[src/srh_pkg.sv]
// shared types, codes and constants of the sequence reorder heap
`default_nettype none
package srh_pkg;

  localparam int unsigned CAPACITY_DEF = 64;
  localparam int unsigned SEQ_W        = 16;
  localparam int unsigned HANDLE_W     = 16;

  localparam logic OP_INSERT = 1'b0;
  localparam logic OP_FLUSH  = 1'b1;

  localparam logic ST_RELEASE = 1'b0;
  localparam logic ST_DROP    = 1'b1;

  typedef struct packed {
    logic                opcode;
    logic [SEQ_W-1:0]    seq_in;
    logic [HANDLE_W-1:0] ref_in;
  } in_item_t;

  typedef struct packed {
    logic [SEQ_W-1:0]    seq_out;
    logic [HANDLE_W-1:0] ref_out;
    logic                status;
    logic                last;
  } out_item_t;

  typedef struct packed {
    logic [SEQ_W-1:0]    key;
    logic [HANDLE_W-1:0] handle;
  } entry_t;

  typedef enum logic [3:0] {
    S_IDLE,
    S_DROP,
    S_LOAD,
    S_CUR,
    S_FETCH,
    S_CMP,
    S_ROOT,
    S_CHECK,
    S_PUSH,
    S_LAST,
    S_FIN
  } state_e;

  typedef enum logic [1:0] {
    ADDR_I,
    ADDR_LAST,
    ADDR_ROOT,
    ADDR_KIDS
  } addr_sel_e;

  typedef enum logic [1:0] {
    OUT_NONE,
    OUT_DROP,
    OUT_MID,
    OUT_LAST
  } out_sel_e;

  typedef enum logic [1:0] {
    START_NONE,
    START_INIT,
    START_DEC
  } start_op_e;

  typedef struct packed {
    logic      ins_wr;
    logic      cap_item;
    start_op_e start_op;
    logic      i_zero;
    addr_sel_e addr_sel;
    logic      ld_cur;
    logic      cmp_wr;
    logic      ld_root;
    logic      pop;
    out_sel_e  out_sel;
  } cmd_t;

  typedef struct packed {
    logic in_flush;
    logic full;
    logic few;
    logic start_zero;
    logic best_is_i;
    logic match;
    logic slot_free;
    logic pend_v;
  } stat_t;

endpackage
`default_nettype wire

[src/sequence_reorder_heap.sv]
// top level of the sequence reorder heap: controller plus datapath
//
//  channel | valid        | stall        | payload                       | dir
//  --------+--------------+--------------+-------------------------------+----
//  input   | in_valid_i   | in_stall_o   | in_item_i  (opcode, seq, ref) | in
//  output  | out_valid_o  | out_stall_i  | out_item_o (seq, ref, st, ls) | out
//
// insert: the beat is written straight to the next free slot; a full store drops it
// flush: bottom-up rebuild of the whole store, then pops while root == expected;
//   each sift is a load step, then per level a child read and a compare and write,
//   kept apart by the registered reads of the entry memory; a pop goes through
//   root read, check and push (which waits for a free output slot) ahead of its sift
// release results are held back by one pop so the final one can carry last
// input stalls from a flush or drop until its results are all in the output
// register; no clearing pass, the store is tracked by its fill count
`default_nettype none
module sequence_reorder_heap #(
  parameter int unsigned CAPACITY = srh_pkg::CAPACITY_DEF
) (
  input  wire logic               clk_i,
  input  wire logic               rst_ni,
  input  wire logic               in_valid_i,
  output logic                    in_stall_o,
  input  wire srh_pkg::in_item_t  in_item_i,
  output logic                    out_valid_o,
  input  wire logic               out_stall_i,
  output srh_pkg::out_item_t      out_item_o
);
  import srh_pkg::*;

  // command and status between sequencer and datapath
  cmd_t  cmd;
  stat_t stat;

  srh_ctrl u_ctrl (
    .clk_i      (clk_i),
    .rst_ni     (rst_ni),
    .in_valid_i (in_valid_i),
    .in_stall_o (in_stall_o),
    .stat_i     (stat),
    .cmd_o      (cmd)
  );

  // entry memory, sift compare, pending release and output register
  srh_dp #(
    .CAPACITY (CAPACITY)
  ) u_dp (
    .clk_i       (clk_i),
    .rst_ni      (rst_ni),
    .in_item_i   (in_item_i),
    .out_stall_i (out_stall_i),
    .cmd_i       (cmd),
    .stat_o      (stat),
    .out_valid_o (out_valid_o),
    .out_item_o  (out_item_o)
  );

endmodule
`default_nettype wire

[src/srh_dp.sv]
// datapath of the sequence reorder heap: entry memory, sift compare, output register
`default_nettype none
module srh_dp #(
  parameter int unsigned CAPACITY = srh_pkg::CAPACITY_DEF
) (
  input  wire logic              clk_i,
  input  wire logic              rst_ni,
  input  wire srh_pkg::in_item_t in_item_i,
  input  wire logic              out_stall_i,
  input  wire srh_pkg::cmd_t     cmd_i,
  output srh_pkg::stat_t         stat_o,
  output logic                   out_valid_o,
  output srh_pkg::out_item_t     out_item_o
);
  import srh_pkg::*;

  localparam int unsigned IDX_W = $clog2(CAPACITY);
  localparam int unsigned CNT_W = $clog2(CAPACITY + 1);
  localparam int unsigned KID_W = IDX_W + 2;

  entry_t mem [CAPACITY];

  logic [CNT_W-1:0] count_q;
  logic [SEQ_W-1:0] next_q;
  logic [IDX_W-1:0] start_q, i_q;
  entry_t           item_q, cur_q, rd_a_q, rd_b_q, root_q, pend_q;
  logic             pend_v_q;
  out_item_t        out_q;
  logic             out_v_q;

  logic [KID_W-1:0] lw, rw;
  logic             l_ok, r_ok, l_lt, r_lt;
  logic [SEQ_W-1:0] bkey;
  entry_t           cmp_val;
  logic [IDX_W-1:0] addr_a, addr_b, wr_addr, start_init, kid_idx;
  logic [CNT_W-1:0] cnt_m2;
  logic             wr_en;
  entry_t           wr_data;
  logic             slot_free;

  // children of the node being sifted
  assign lw = {1'b0, i_q, 1'b1};
  assign rw = lw + KID_W'(1);
  assign l_ok = lw < KID_W'(count_q);
  assign r_ok = rw < KID_W'(count_q);

  // strict less-than keeps the parent on ties, left child before right
  always_comb begin
    l_lt    = l_ok && (rd_a_q.key < cur_q.key);
    bkey    = l_lt ? rd_a_q.key : cur_q.key;
    r_lt    = r_ok && (rd_b_q.key < bkey);
    cmp_val = r_lt ? rd_b_q : (l_lt ? rd_a_q : cur_q);
    kid_idx = r_lt ? rw[IDX_W-1:0] : lw[IDX_W-1:0];
  end

  assign cnt_m2     = count_q - CNT_W'(2);
  assign start_init = IDX_W'(cnt_m2 >> 1);

  always_comb begin
    case (cmd_i.addr_sel)
      ADDR_I:    addr_a = i_q;
      ADDR_LAST: addr_a = count_q[IDX_W-1:0];
      ADDR_ROOT: addr_a = '0;
      ADDR_KIDS: addr_a = lw[IDX_W-1:0];
      default:   addr_a = '0;
    endcase
    addr_b = rw[IDX_W-1:0];
  end

  always_comb begin
    wr_en   = cmd_i.ins_wr || cmd_i.cmp_wr;
    wr_addr = cmd_i.ins_wr ? count_q[IDX_W-1:0] : i_q;
    wr_data = cmd_i.ins_wr ? entry_t'{key: in_item_i.seq_in, handle: in_item_i.ref_in}
                           : cmp_val;
  end

  always_ff @(posedge clk_i) begin
    if (wr_en) begin
      mem[wr_addr] <= wr_data;
    end
    rd_a_q <= mem[addr_a];
    rd_b_q <= mem[addr_b];
  end

  // payload registers
  always_ff @(posedge clk_i) begin
    if (cmd_i.cap_item) begin
      item_q <= entry_t'{key: in_item_i.seq_in, handle: in_item_i.ref_in};
    end
    if (cmd_i.ld_cur) begin
      cur_q <= rd_a_q;
    end
    if (cmd_i.ld_root) begin
      root_q <= rd_a_q;
    end
    if (cmd_i.pop) begin
      pend_q <= root_q;
    end
    case (cmd_i.start_op)
      START_INIT: start_q <= start_init;
      START_DEC:  start_q <= start_q - IDX_W'(1);
      default:    start_q <= start_q;
    endcase
    if (cmd_i.i_zero) begin
      i_q <= '0;
    end else if (cmd_i.start_op == START_INIT) begin
      i_q <= start_init;
    end else if (cmd_i.start_op == START_DEC) begin
      i_q <= start_q - IDX_W'(1);
    end else if (cmd_i.cmp_wr && (l_lt || r_lt)) begin
      i_q <= kid_idx;
    end
    case (cmd_i.out_sel)
      OUT_DROP: out_q <= '{seq_out: item_q.key, ref_out: item_q.handle,
                           status: ST_DROP, last: 1'b1};
      OUT_MID:  out_q <= '{seq_out: pend_q.key, ref_out: pend_q.handle,
                           status: ST_RELEASE, last: 1'b0};
      OUT_LAST: out_q <= '{seq_out: pend_q.key, ref_out: pend_q.handle,
                           status: ST_RELEASE, last: 1'b1};
      default:  out_q <= out_q;
    endcase
  end

  assign slot_free = !out_v_q || !out_stall_i;

  always_ff @(posedge clk_i or negedge rst_ni) begin
    if (!rst_ni) begin
      count_q  <= '0;
      next_q   <= '0;
      pend_v_q <= 1'b0;
      out_v_q  <= 1'b0;
    end else begin
      if (cmd_i.ins_wr) begin
        count_q <= count_q + CNT_W'(1);
      end else if (cmd_i.pop) begin
        count_q <= count_q - CNT_W'(1);
      end
      if (cmd_i.pop) begin
        next_q   <= next_q + SEQ_W'(1);
        pend_v_q <= 1'b1;
      end else if (cmd_i.out_sel == OUT_LAST) begin
        pend_v_q <= 1'b0;
      end
      if (cmd_i.out_sel != OUT_NONE) begin
        out_v_q <= 1'b1;
      end else if (!out_stall_i) begin
        out_v_q <= 1'b0;
      end
    end
  end

  always_comb begin
    stat_o.in_flush   = in_item_i.opcode == OP_FLUSH;
    stat_o.full       = count_q == CNT_W'(CAPACITY);
    stat_o.few        = count_q < CNT_W'(2);
    stat_o.start_zero = start_q == '0;
    stat_o.best_is_i  = !l_lt && !r_lt;
    stat_o.match      = (count_q != '0) && (rd_a_q.key == next_q);
    stat_o.slot_free  = slot_free;
    stat_o.pend_v     = pend_v_q;
  end

  assign out_valid_o = out_v_q;
  assign out_item_o  = out_q;

  a_out_slot: assert property (@(posedge clk_i) disable iff (!rst_ni)
    (cmd_i.out_sel != OUT_NONE) |-> slot_free)
    else $error("output loaded over a waiting beat");

  a_ins_room: assert property (@(posedge clk_i) disable iff (!rst_ni)
    cmd_i.ins_wr |-> (count_q < CNT_W'(CAPACITY)))
    else $error("insert into full store");

  a_pop_nonempty: assert property (@(posedge clk_i) disable iff (!rst_ni)
    cmd_i.pop |-> (count_q != '0))
    else $error("pop from empty store");

  a_pop_advance: assert property (@(posedge clk_i) disable iff (!rst_ni)
    cmd_i.pop |=> (next_q == $past(next_q) + SEQ_W'(1)))
    else $error("expected number did not advance on pop");

  a_mid_pending: assert property (@(posedge clk_i) disable iff (!rst_ni)
    ((cmd_i.out_sel == OUT_MID) || (cmd_i.out_sel == OUT_LAST)) |-> pend_v_q)
    else $error("release emitted without a pending entry");

endmodule
`default_nettype wire

[src/srh_ctrl.sv]
// controller of the sequence reorder heap: insert, heap rebuild, sift and pop sequencing
`default_nettype none
module srh_ctrl (
  input  wire logic           clk_i,
  input  wire logic           rst_ni,
  input  wire logic           in_valid_i,
  output logic                in_stall_o,
  input  wire srh_pkg::stat_t stat_i,
  output srh_pkg::cmd_t       cmd_o
);
  import srh_pkg::*;

  state_e state_q, state_d;
  logic   building_q, building_d;

  always_ff @(posedge clk_i or negedge rst_ni) begin
    if (!rst_ni) begin
      state_q    <= S_IDLE;
      building_q <= 1'b0;
    end else begin
      state_q    <= state_d;
      building_q <= building_d;
    end
  end

  always_comb begin
    state_d    = state_q;
    building_d = building_q;
    cmd_o      = '{ins_wr: 1'b0, cap_item: 1'b0, start_op: START_NONE, i_zero: 1'b0,
                   addr_sel: ADDR_I, ld_cur: 1'b0, cmp_wr: 1'b0, ld_root: 1'b0,
                   pop: 1'b0, out_sel: OUT_NONE};
    in_stall_o = state_q != S_IDLE;
    case (state_q)
      S_IDLE: begin
        if (in_valid_i) begin
          cmd_o.cap_item = 1'b1;
          if (stat_i.in_flush) begin
            if (stat_i.few) begin
              state_d = S_ROOT;
            end else begin
              cmd_o.start_op = START_INIT;
              building_d     = 1'b1;
              state_d        = S_LOAD;
            end
          end else if (stat_i.full) begin
            state_d = S_DROP;
          end else begin
            cmd_o.ins_wr = 1'b1;
          end
        end
      end
      S_DROP: begin
        if (stat_i.slot_free) begin
          cmd_o.out_sel = OUT_DROP;
          state_d       = S_IDLE;
        end
      end
      S_LOAD: begin
        cmd_o.addr_sel = ADDR_I;
        state_d        = S_CUR;
      end
      S_CUR: begin
        cmd_o.ld_cur   = 1'b1;
        cmd_o.addr_sel = ADDR_KIDS;
        state_d        = S_CMP;
      end
      S_FETCH: begin
        cmd_o.addr_sel = ADDR_KIDS;
        state_d        = S_CMP;
      end
      S_CMP: begin
        cmd_o.cmp_wr = 1'b1;
        if (!stat_i.best_is_i) begin
          state_d = S_FETCH;
        end else if (building_q && !stat_i.start_zero) begin
          cmd_o.start_op = START_DEC;
          state_d        = S_LOAD;
        end else begin
          building_d = 1'b0;
          state_d    = S_ROOT;
        end
      end
      S_ROOT: begin
        cmd_o.addr_sel = ADDR_ROOT;
        state_d        = S_CHECK;
      end
      S_CHECK: begin
        cmd_o.ld_root = 1'b1;
        state_d       = stat_i.match ? S_PUSH : S_FIN;
      end
      S_PUSH: begin
        if (!stat_i.pend_v || stat_i.slot_free) begin
          if (stat_i.pend_v) begin
            cmd_o.out_sel = OUT_MID;
          end
          cmd_o.pop    = 1'b1;
          cmd_o.i_zero = 1'b1;
          state_d      = S_LAST;
        end
      end
      S_LAST: begin
        cmd_o.addr_sel = ADDR_LAST;
        state_d        = S_CUR;
      end
      S_FIN: begin
        if (!stat_i.pend_v) begin
          state_d = S_IDLE;
        end else if (stat_i.slot_free) begin
          cmd_o.out_sel = OUT_LAST;
          state_d       = S_IDLE;
        end
      end
      default: begin
        state_d    = S_IDLE;
        building_d = 1'b0;
      end
    endcase
  end

  a_build_in_sift: assert property (@(posedge clk_i) disable iff (!rst_ni)
    building_q |-> ((state_q == S_LOAD) || (state_q == S_CUR) ||
                    (state_q == S_FETCH) || (state_q == S_CMP)))
    else $error("rebuild flag set outside the sift loop");

  a_accept_idle: assert property (@(posedge clk_i) disable iff (!rst_ni)
    (cmd_o.ins_wr || cmd_o.cap_item) |-> (state_q == S_IDLE) && in_valid_i)
    else $error("input taken outside idle");

  a_pop_after_check: assert property (@(posedge clk_i) disable iff (!rst_ni)
    cmd_o.pop |-> (($past(state_q) == S_CHECK) || ($past(state_q) == S_PUSH)))
    else $error("pop without root check");

endmodule
`default_nettype wire
[config.mk]
export PLATFORM = sky130hd
export DESIGN_NAME = sequence_reorder_heap
export DESIGN_NICKNAME = d
export VERILOG_FILES = /design/src/srh_pkg.sv /design/src/sequence_reorder_heap.sv /design/src/srh_dp.sv /design/src/srh_ctrl.sv
export SDC_FILE = /design/constraint.sdc
export NUM_CORES = 2
export LEC_CHECK = 0
export BUFFER_PORTS_ARGS = -buffer_cell sky130_fd_sc_hd__buf_2
export CAP_MARGIN = 25
export CORE_ASPECT_RATIO = 1.4
export CORE_MARGIN = 2
export CORE_UTILIZATION = 55
export DETAILED_ROUTE_END_ITERATION = 10
export GPL_TIMING_DRIVEN = 0
export PLACE_DENSITY = 0.73
export SLEW_MARGIN = 10
export SYNTH_ARGS = -nofsm -noshare
export SYNTH_HDL_FRONTEND = slang
export SYNTH_SLANG_ARGS = --single-unit
[constraint.sdc]
create_clock -name clk_i -period 7.4 [get_ports clk_i]
set_input_delay 0.37 -clock clk_i [delete_from_list [all_inputs] [get_ports clk_i]]
set_output_delay 0.37 -clock clk_i [all_outputs]
set_load 0.1 [all_outputs]
**Yosys cells after proc, flatten, opt, wreduce, memory -nomap -nowiden**

Memory sizes are Yosys's and may differ from the RTL's. A register that Yosys moved wholly into a read port is not among the register bits.
Cells that the tools add are included.

- Bitwise operators: 1
- Equal/unequal tests: 28
- Add/subtract/negate cells: 6
- $lt $le $gt $ge: 5
- Muxes and demuxes: 59
- Reductions and logical operators: 32

Operators by type and width:

| operator | number |
|---|---|
| case mux 34 bit (3 select lines) | 1 |
| two-way mux 32 bit | 3 |
| case mux 4 bit (9 select lines) | 1 |
| < comparator 16 bit | 2 |
| two-way mux 6 bit | 5 |
| two-way mux 4 bit | 7 |
| case mux 6 bit (4 select lines) | 1 |
| two-way mux 1 bit | 21 |
| adder 16 x 1 -> 16 bit, second input constant | 1 |
| equality test 16 bit | 1 |
| equality test 4 x 3 -> 1 bit, second input constant | 4 |
| two-way mux 16 bit | 1 |
| two-way mux 2 bit | 8 |
| two-way mux 7 bit | 2 |
| equality test 4 bit, second input constant | 3 |
| two-way mux 3 bit | 4 |
| case mux 2 bit (3 select lines) | 2 |
| case mux 6 bit (2 select lines) | 1 |
| equality test 2 bit, second input constant | 5 |
| OR reduction 9 bit | 1 |
| adder 7 x 1 -> 8 bit, second input constant | 1 |
| equality test 4 x 2 -> 1 bit, second input constant | 2 |
| < comparator 8 x 7 -> 1 bit | 1 |
| inequality test 2 bit, second input constant | 4 |
| other kinds (27) | 49 |

- Memory bits (writable): 2,048
- Memories kept: 1
- Bits in registers: 204
- Logic and storage cells: 152

Memories:

| name | depth | width | rd ports | clocked after Yosys merged registers in | write ports | line | source |
|---|---|---|---|---|---|---|---|
| u_dp.mem | 64 | 32 | 2 | 2 | 1 | srh_dp.sv:21 | `entry_t mem [CAPACITY];` |

**Logic depth before layout (Yosys ltp)**

- Word-level depth: 12
- Depth in mapped cells: 27
- Depth with buffers taken out: 22

**Cells and area by module**

From an unflattened synthesis, not the netlist that was laid out.

- Cells, all modules: 7,907
- Area, all modules: 101,207.1 µm²

By module, submodules not included:

| module | instances | area each (µm²) | cells an instance | sequential area each (µm²) |
|---|---|---|---|---|
| srh_dp | 1 | 100,655.3 | 7,831 | 68,570.8 |
| srh_ctrl | 1 | 551.8 | 76 | 125.1 |

**Worst setup path after synthesis**

Ideal clock, no wire load.

- Kind: register to register
- From: register u_dp.i_q[0]
- To: memory u_dp.mem[0][4] (netlist name) (data pin)
- Clock period less this slack: 7.935 ns
- Setup slack: -0.535 ns
- Stages on the path, launching flop included: 24
- Arrival: 7.234 ns
- Library setup time: 0.701 ns
- Cells stage by stage: dfxtp_1 clkbuf_1 clkbuf_1 inv_1 ha_1 nand3b_1 a21oi_1 a211o_1 or3_1 clkbuf_1 buf_2 mux2i_1 ha_1 a211oi_1 o22ai_1 o311ai_0 o2111ai_1 a311o_1 buf_6 buf_2 buf_2 nand2_1 o21ai_0 o21ai_0

RTL lines:

| what | line | source |
|---|---|---|
| start: declaration | srh_dp.sv:25 | `logic [IDX_W-1:0] start_q, i_q;` |
| start signal: assignment | srh_dp.sv:107 | `i_q <= start_init;` |
| start signal: assignment | srh_dp.sv:109 | `i_q <= start_q - IDX_W'(1);` |
| start signal: assignment | srh_dp.sv:111 | `i_q <= kid_idx;` |
| end: declaration | srh_dp.sv:21 |  |

==> results.txt <==
The flow ran to the end, and the final reports show no timing, DRC or antenna violations. Walking the worst path, the cells encountered are buf_4 -> buf_8 -> inv_1 -> ha_1 -> nand3b_1 -> a21oi_1 -> a211o_1 -> or3_1 -> buf_2 -> mux2i_1 -> ha_1 -> a211oi_1 -> o22ai_1 -> o311ai_0 -> o2111ai_1 -> a311o_1 -> buf_6 -> clkbuf_1 -> a211oi_1 -> a21o_4. The number of setup violations in the final report is 0, and the total count of hold-check failures in the final report is 0.

The count of mapped cells out of synthesis is 6713. The number of antenna violations at the first check in global routing is 33. At the end of routability-driven placement, the weighted congestion stood at 1.071. Including well taps, the total number of placed cells is 9375. The final-stage net count was 7311; the overall track demand over capacity in global routing was 40.30%.

In this run the tightest slew margin relative to its limit is 9.429%. The initialized floorplan defines 186 standard-cell rows. The number of buffers created by CTS is 209.

Sorting the synthesized cells by how often they occur yields sky130_fd_sc_hd__edfxtp_1, sky130_fd_sc_hd__nand2_1, sky130_fd_sc_hd__mux2i_1. Setup repair after global routing left no endpoint under its margin. TritonCTS built the clock tree. The H-tree depth was 4. Along the worst path, the maximum fanout reaches 64. Dividing the synthesized area by the synthesized cell count gives 15.06 µm².

The count of final max-slew check failures is 0. The slew of the pin with the lowest slew margin is 1347 ps, and the highest achievable clock rate is 136.8 MHz. The count of cells in the finished layout, fillers not included, comes to 9866. The final period demand of the worst path was 7309 ps; the number of distinct library cells after synthesis was 66. The die is 511.3 µm tall. The logs give 68700 µm² for the storage element area and 8 for the number of detailed-routing iterations run before antenna repair. The die width works out to 366.4 µm. The run gives 3 as the worst-case clock buffer depth.

The worst setup path is of the flip-flop to flip-flop kind. Max-cap violations in this run came to 0. Once routing completed, OpenROAD measured the worst setup slack at 90.72 ps. Counting every net in the synthesized netlist gives 6805.

Across all layers, the routed design uses 67050 vias. For this run, design rule violations remaining after detail routing come to 0. The die covers 187300 µm². The count of flip-flops with a built-in enable after synthesis was 2216. The first global-routing pass estimated 512400 µm of wire. The top cell type by area accounts for 65.81% of the synthesized area.

For the largest net degree at the start of global routing, the log shows 65. Capturing element type of the critical path: a flip-flop. For this configuration, the core starts out at a cell density of 55.21%. Cell accounting for the most synthesized area: sky130_fd_sc_hd__edfxtp_1. In the final routed layout, each cell accounts on average for 38.89 µm.

For this run the aggregate overflow at the end of global routing stands at 0. The clock reaches the later pin of the worst-skew pair after 900 ps. The area growth from synthesis to layout is 15.22%. Summing all multi-input logic gate instances after layout gives 31360 µm². The fraction of final layout cells sized beyond drive strength 1 is 17.16%. By instance count, the leading cell after synthesis is sky130_fd_sc_hd__edfxtp_1.

The first routing iteration left 11120 violations. The cell type of the slowest stage on the worst timing path is sky130_fd_sc_hd__a21o_4. The launching element type of the critical path is a flip-flop. The worst min-delay path category is input port to async pin. The total standard cell area after synthesis is 101100 µm².

Using the TritonRoute via totals, the vias-per-cell ratio works out to 6.796. Cell area after layout: 116500 µm². The clock drives 2316 sinks. The register bit total from synthesis was 2316; the post-route clock skew was 34.96 ps. The root buffer cell chosen for the clock tree is sky130_fd_sc_hd__clkbuf_16.

Yosys attributes the largest share of cell area to sky130_fd_sc_hd__edfxtp_1, sky130_fd_sc_hd__mux2i_1, sky130_fd_sc_hd__mux4_2, sky130_fd_sc_hd__nand2_1, sky130_fd_sc_hd__nand3_1. The final wirelength was 383700 µm; the total buffers and inverters traversed by the critical path was 6. Summing all placed instances gives a cell area of 108500 µm². The via count of the first global-routing pass was 64160. The core region is 183200 µm². Data on the critical path is required at its endpoint by 7930 ps. The layout has 13150 filler cells. During synthesis, Yosys emitted a total of 0 warnings. Data on the critical path arrives at its endpoint at 7840 ps. For the HPWL after detailed placement, the log shows 271700 µm. The final clock period utilization by the worst path was 98.77%; the count of port buffers added during placement was 72.

The post-synthesis async set-or-reset flop share works out to 1.295%. At the placement stage, the worst setup path has a slack of -462.9 ps. After synthesis, flip-flops and latches occupy 67.94% of the total area. The register clock-pin slew on the reported worst setup and hold paths works out to 70 ps. The kind of cell with the highest combined delay along the critical path is compound AO/OA/AOI/OAI gates. For this run, the leading register cell type out of synthesis is sky130_fd_sc_hd__edfxtp_1. The largest single stage delay on the critical path is 640 ps. 73 I/O pins were placed. Once detail routing completed, the nets flagged for antenna violations numbered 0.
==> placed cells by master (no fill, tap or decap), drive strengths merged, types with 11 or more instances in the layout <==
cell type / Yosys / final
a32oi: 66 / 66
nor4: 11 / 11
a31oi: 79 / 79
dfrtp: 30 / 30
bufinv: 0 / 29
xnor2: 23 / 23
nand2: 1210 / 1210
a21o: 21 / 26
diode: 0 / 26
mux2i: 934 / 934
and3: 77 / 77
nor2: 120 / 120
a21oi: 33 / 33
nand3: 589 / 589
mux2: 97 / 97
clkinvlp: 0 / 13
buf: 182 / 438
mux4: 319 / 319
dfxtp: 70 / 70
o22ai: 37 / 37
nand2b: 17 / 17
edfxtp: 2216 / 2216
a221o: 33 / 33
o21ai: 62 / 62
dlygate4sd3: 0 / 35
clkbuf: 254 / 495
xor2: 28 / 28
ha: 54 / 54
clkinv: 1 / 98
a211oi: 22 / 22
inv: 43 / 50
nor3: 15 / 15
==> sequential cells by signal (all words and copies together) (netlist names) <==
register,count
u_dp.cur_q,32
u_ctrl.state_q,4
u_ctrl.building_q,1
u_dp.out_item_o,34
u_dp.i_q,6
u_dp.root_q,32
u_dp.pend_q,32
u_dp.rd_a_q,32
u_dp.out_valid_o,1
u_dp.count_q,7
u_dp.start_q,6
u_dp.pend_v_q,1
u_dp.item_q,32
u_dp.rd_b_q,32
u_dp.mem,2048
u_dp.next_q,16
==> routing by layer <==
metal	global-route usage [%]	vias up	part of all wire, %	wire, µm
met5	0.1026	-	0.027	102
met4	35.49	16	11	43880
met3	10.76	1264	12	46540
met2	60.76	5215	44	169700
met1	47.88	33690	32	123500
li1	-	26860	-	-
==> cell families after synthesis <==
family / share of synthesized area (%)
adder cells (fa/ha/maj): 0.6880
XOR/XNOR: 0.4418
buffers and inverters: 1.963
AO/OA/AOI/OAI: 2.736
AND/OR/NAND/NOR: 8.801
flip-flops: 67.94
multiplexers: 17.43
==> area by class of cell <==
class	instances	share of cell area, %
diodes	26	0.05585
plain buffers	434	1.580
clock buffers	242	4.666
clock inverters	146	1.409
inverters	44	0.1418
multi-input cells	3922	26.92
flip-flops and latches	2316	58.97
well taps	2444	2.625
repair buffers	292	3.638
==> stage by stage <==
stage | setup TNS (ps) | util, % | hold WS (ps)
floorplan | 0 | - | 74.41
global placement | - | 57.07 | 402.4
detailed placement | -240530 | 59.22 | 404.5
CTS | 0 | 63.35 | 124.6
global route | 0 | 63.59 | 187.5
finish | 0 | 63.61 | 128.9
==> worst paths after layout <==
path                                          end  slack, ps       startpoint  cells after the start
worst max-delay path             u_dp.mem[41][24]         90      u_dp.i_q[0]                     20
worst min-delay path              u_dp.next_q[12]        130           rst_ni                      2
worst max register to register   u_dp.mem[41][24]         90      u_dp.i_q[0]                     20
worst min register to register    u_dp.pend_q[25]        410  u_dp.root_q[25]                      0
max in group asynchronous         u_dp.count_q[0]       6720           rst_ni                      2
min in group clk_i              u_ctrl.state_q[1]        240       in_valid_i                      5
==> timing repair <==
| action | in CTS | in global routing |
|---|---|---|
| gates resized for setup | 9 | 2 |
| endpoints found under the hold margin | 80 | 0 |
| cloned | 3 | 2 |
| hold buffers | 35 | 0 |
| setup endpoints to repair | 1450 | 671 |
| setup buffers | 7 | 13 |
| pin swaps | 3 | 5 |
Power is left out: the tool's default activity adds up to more than one toggle a clock period on the data nets, which glitch-free logic cannot reach.
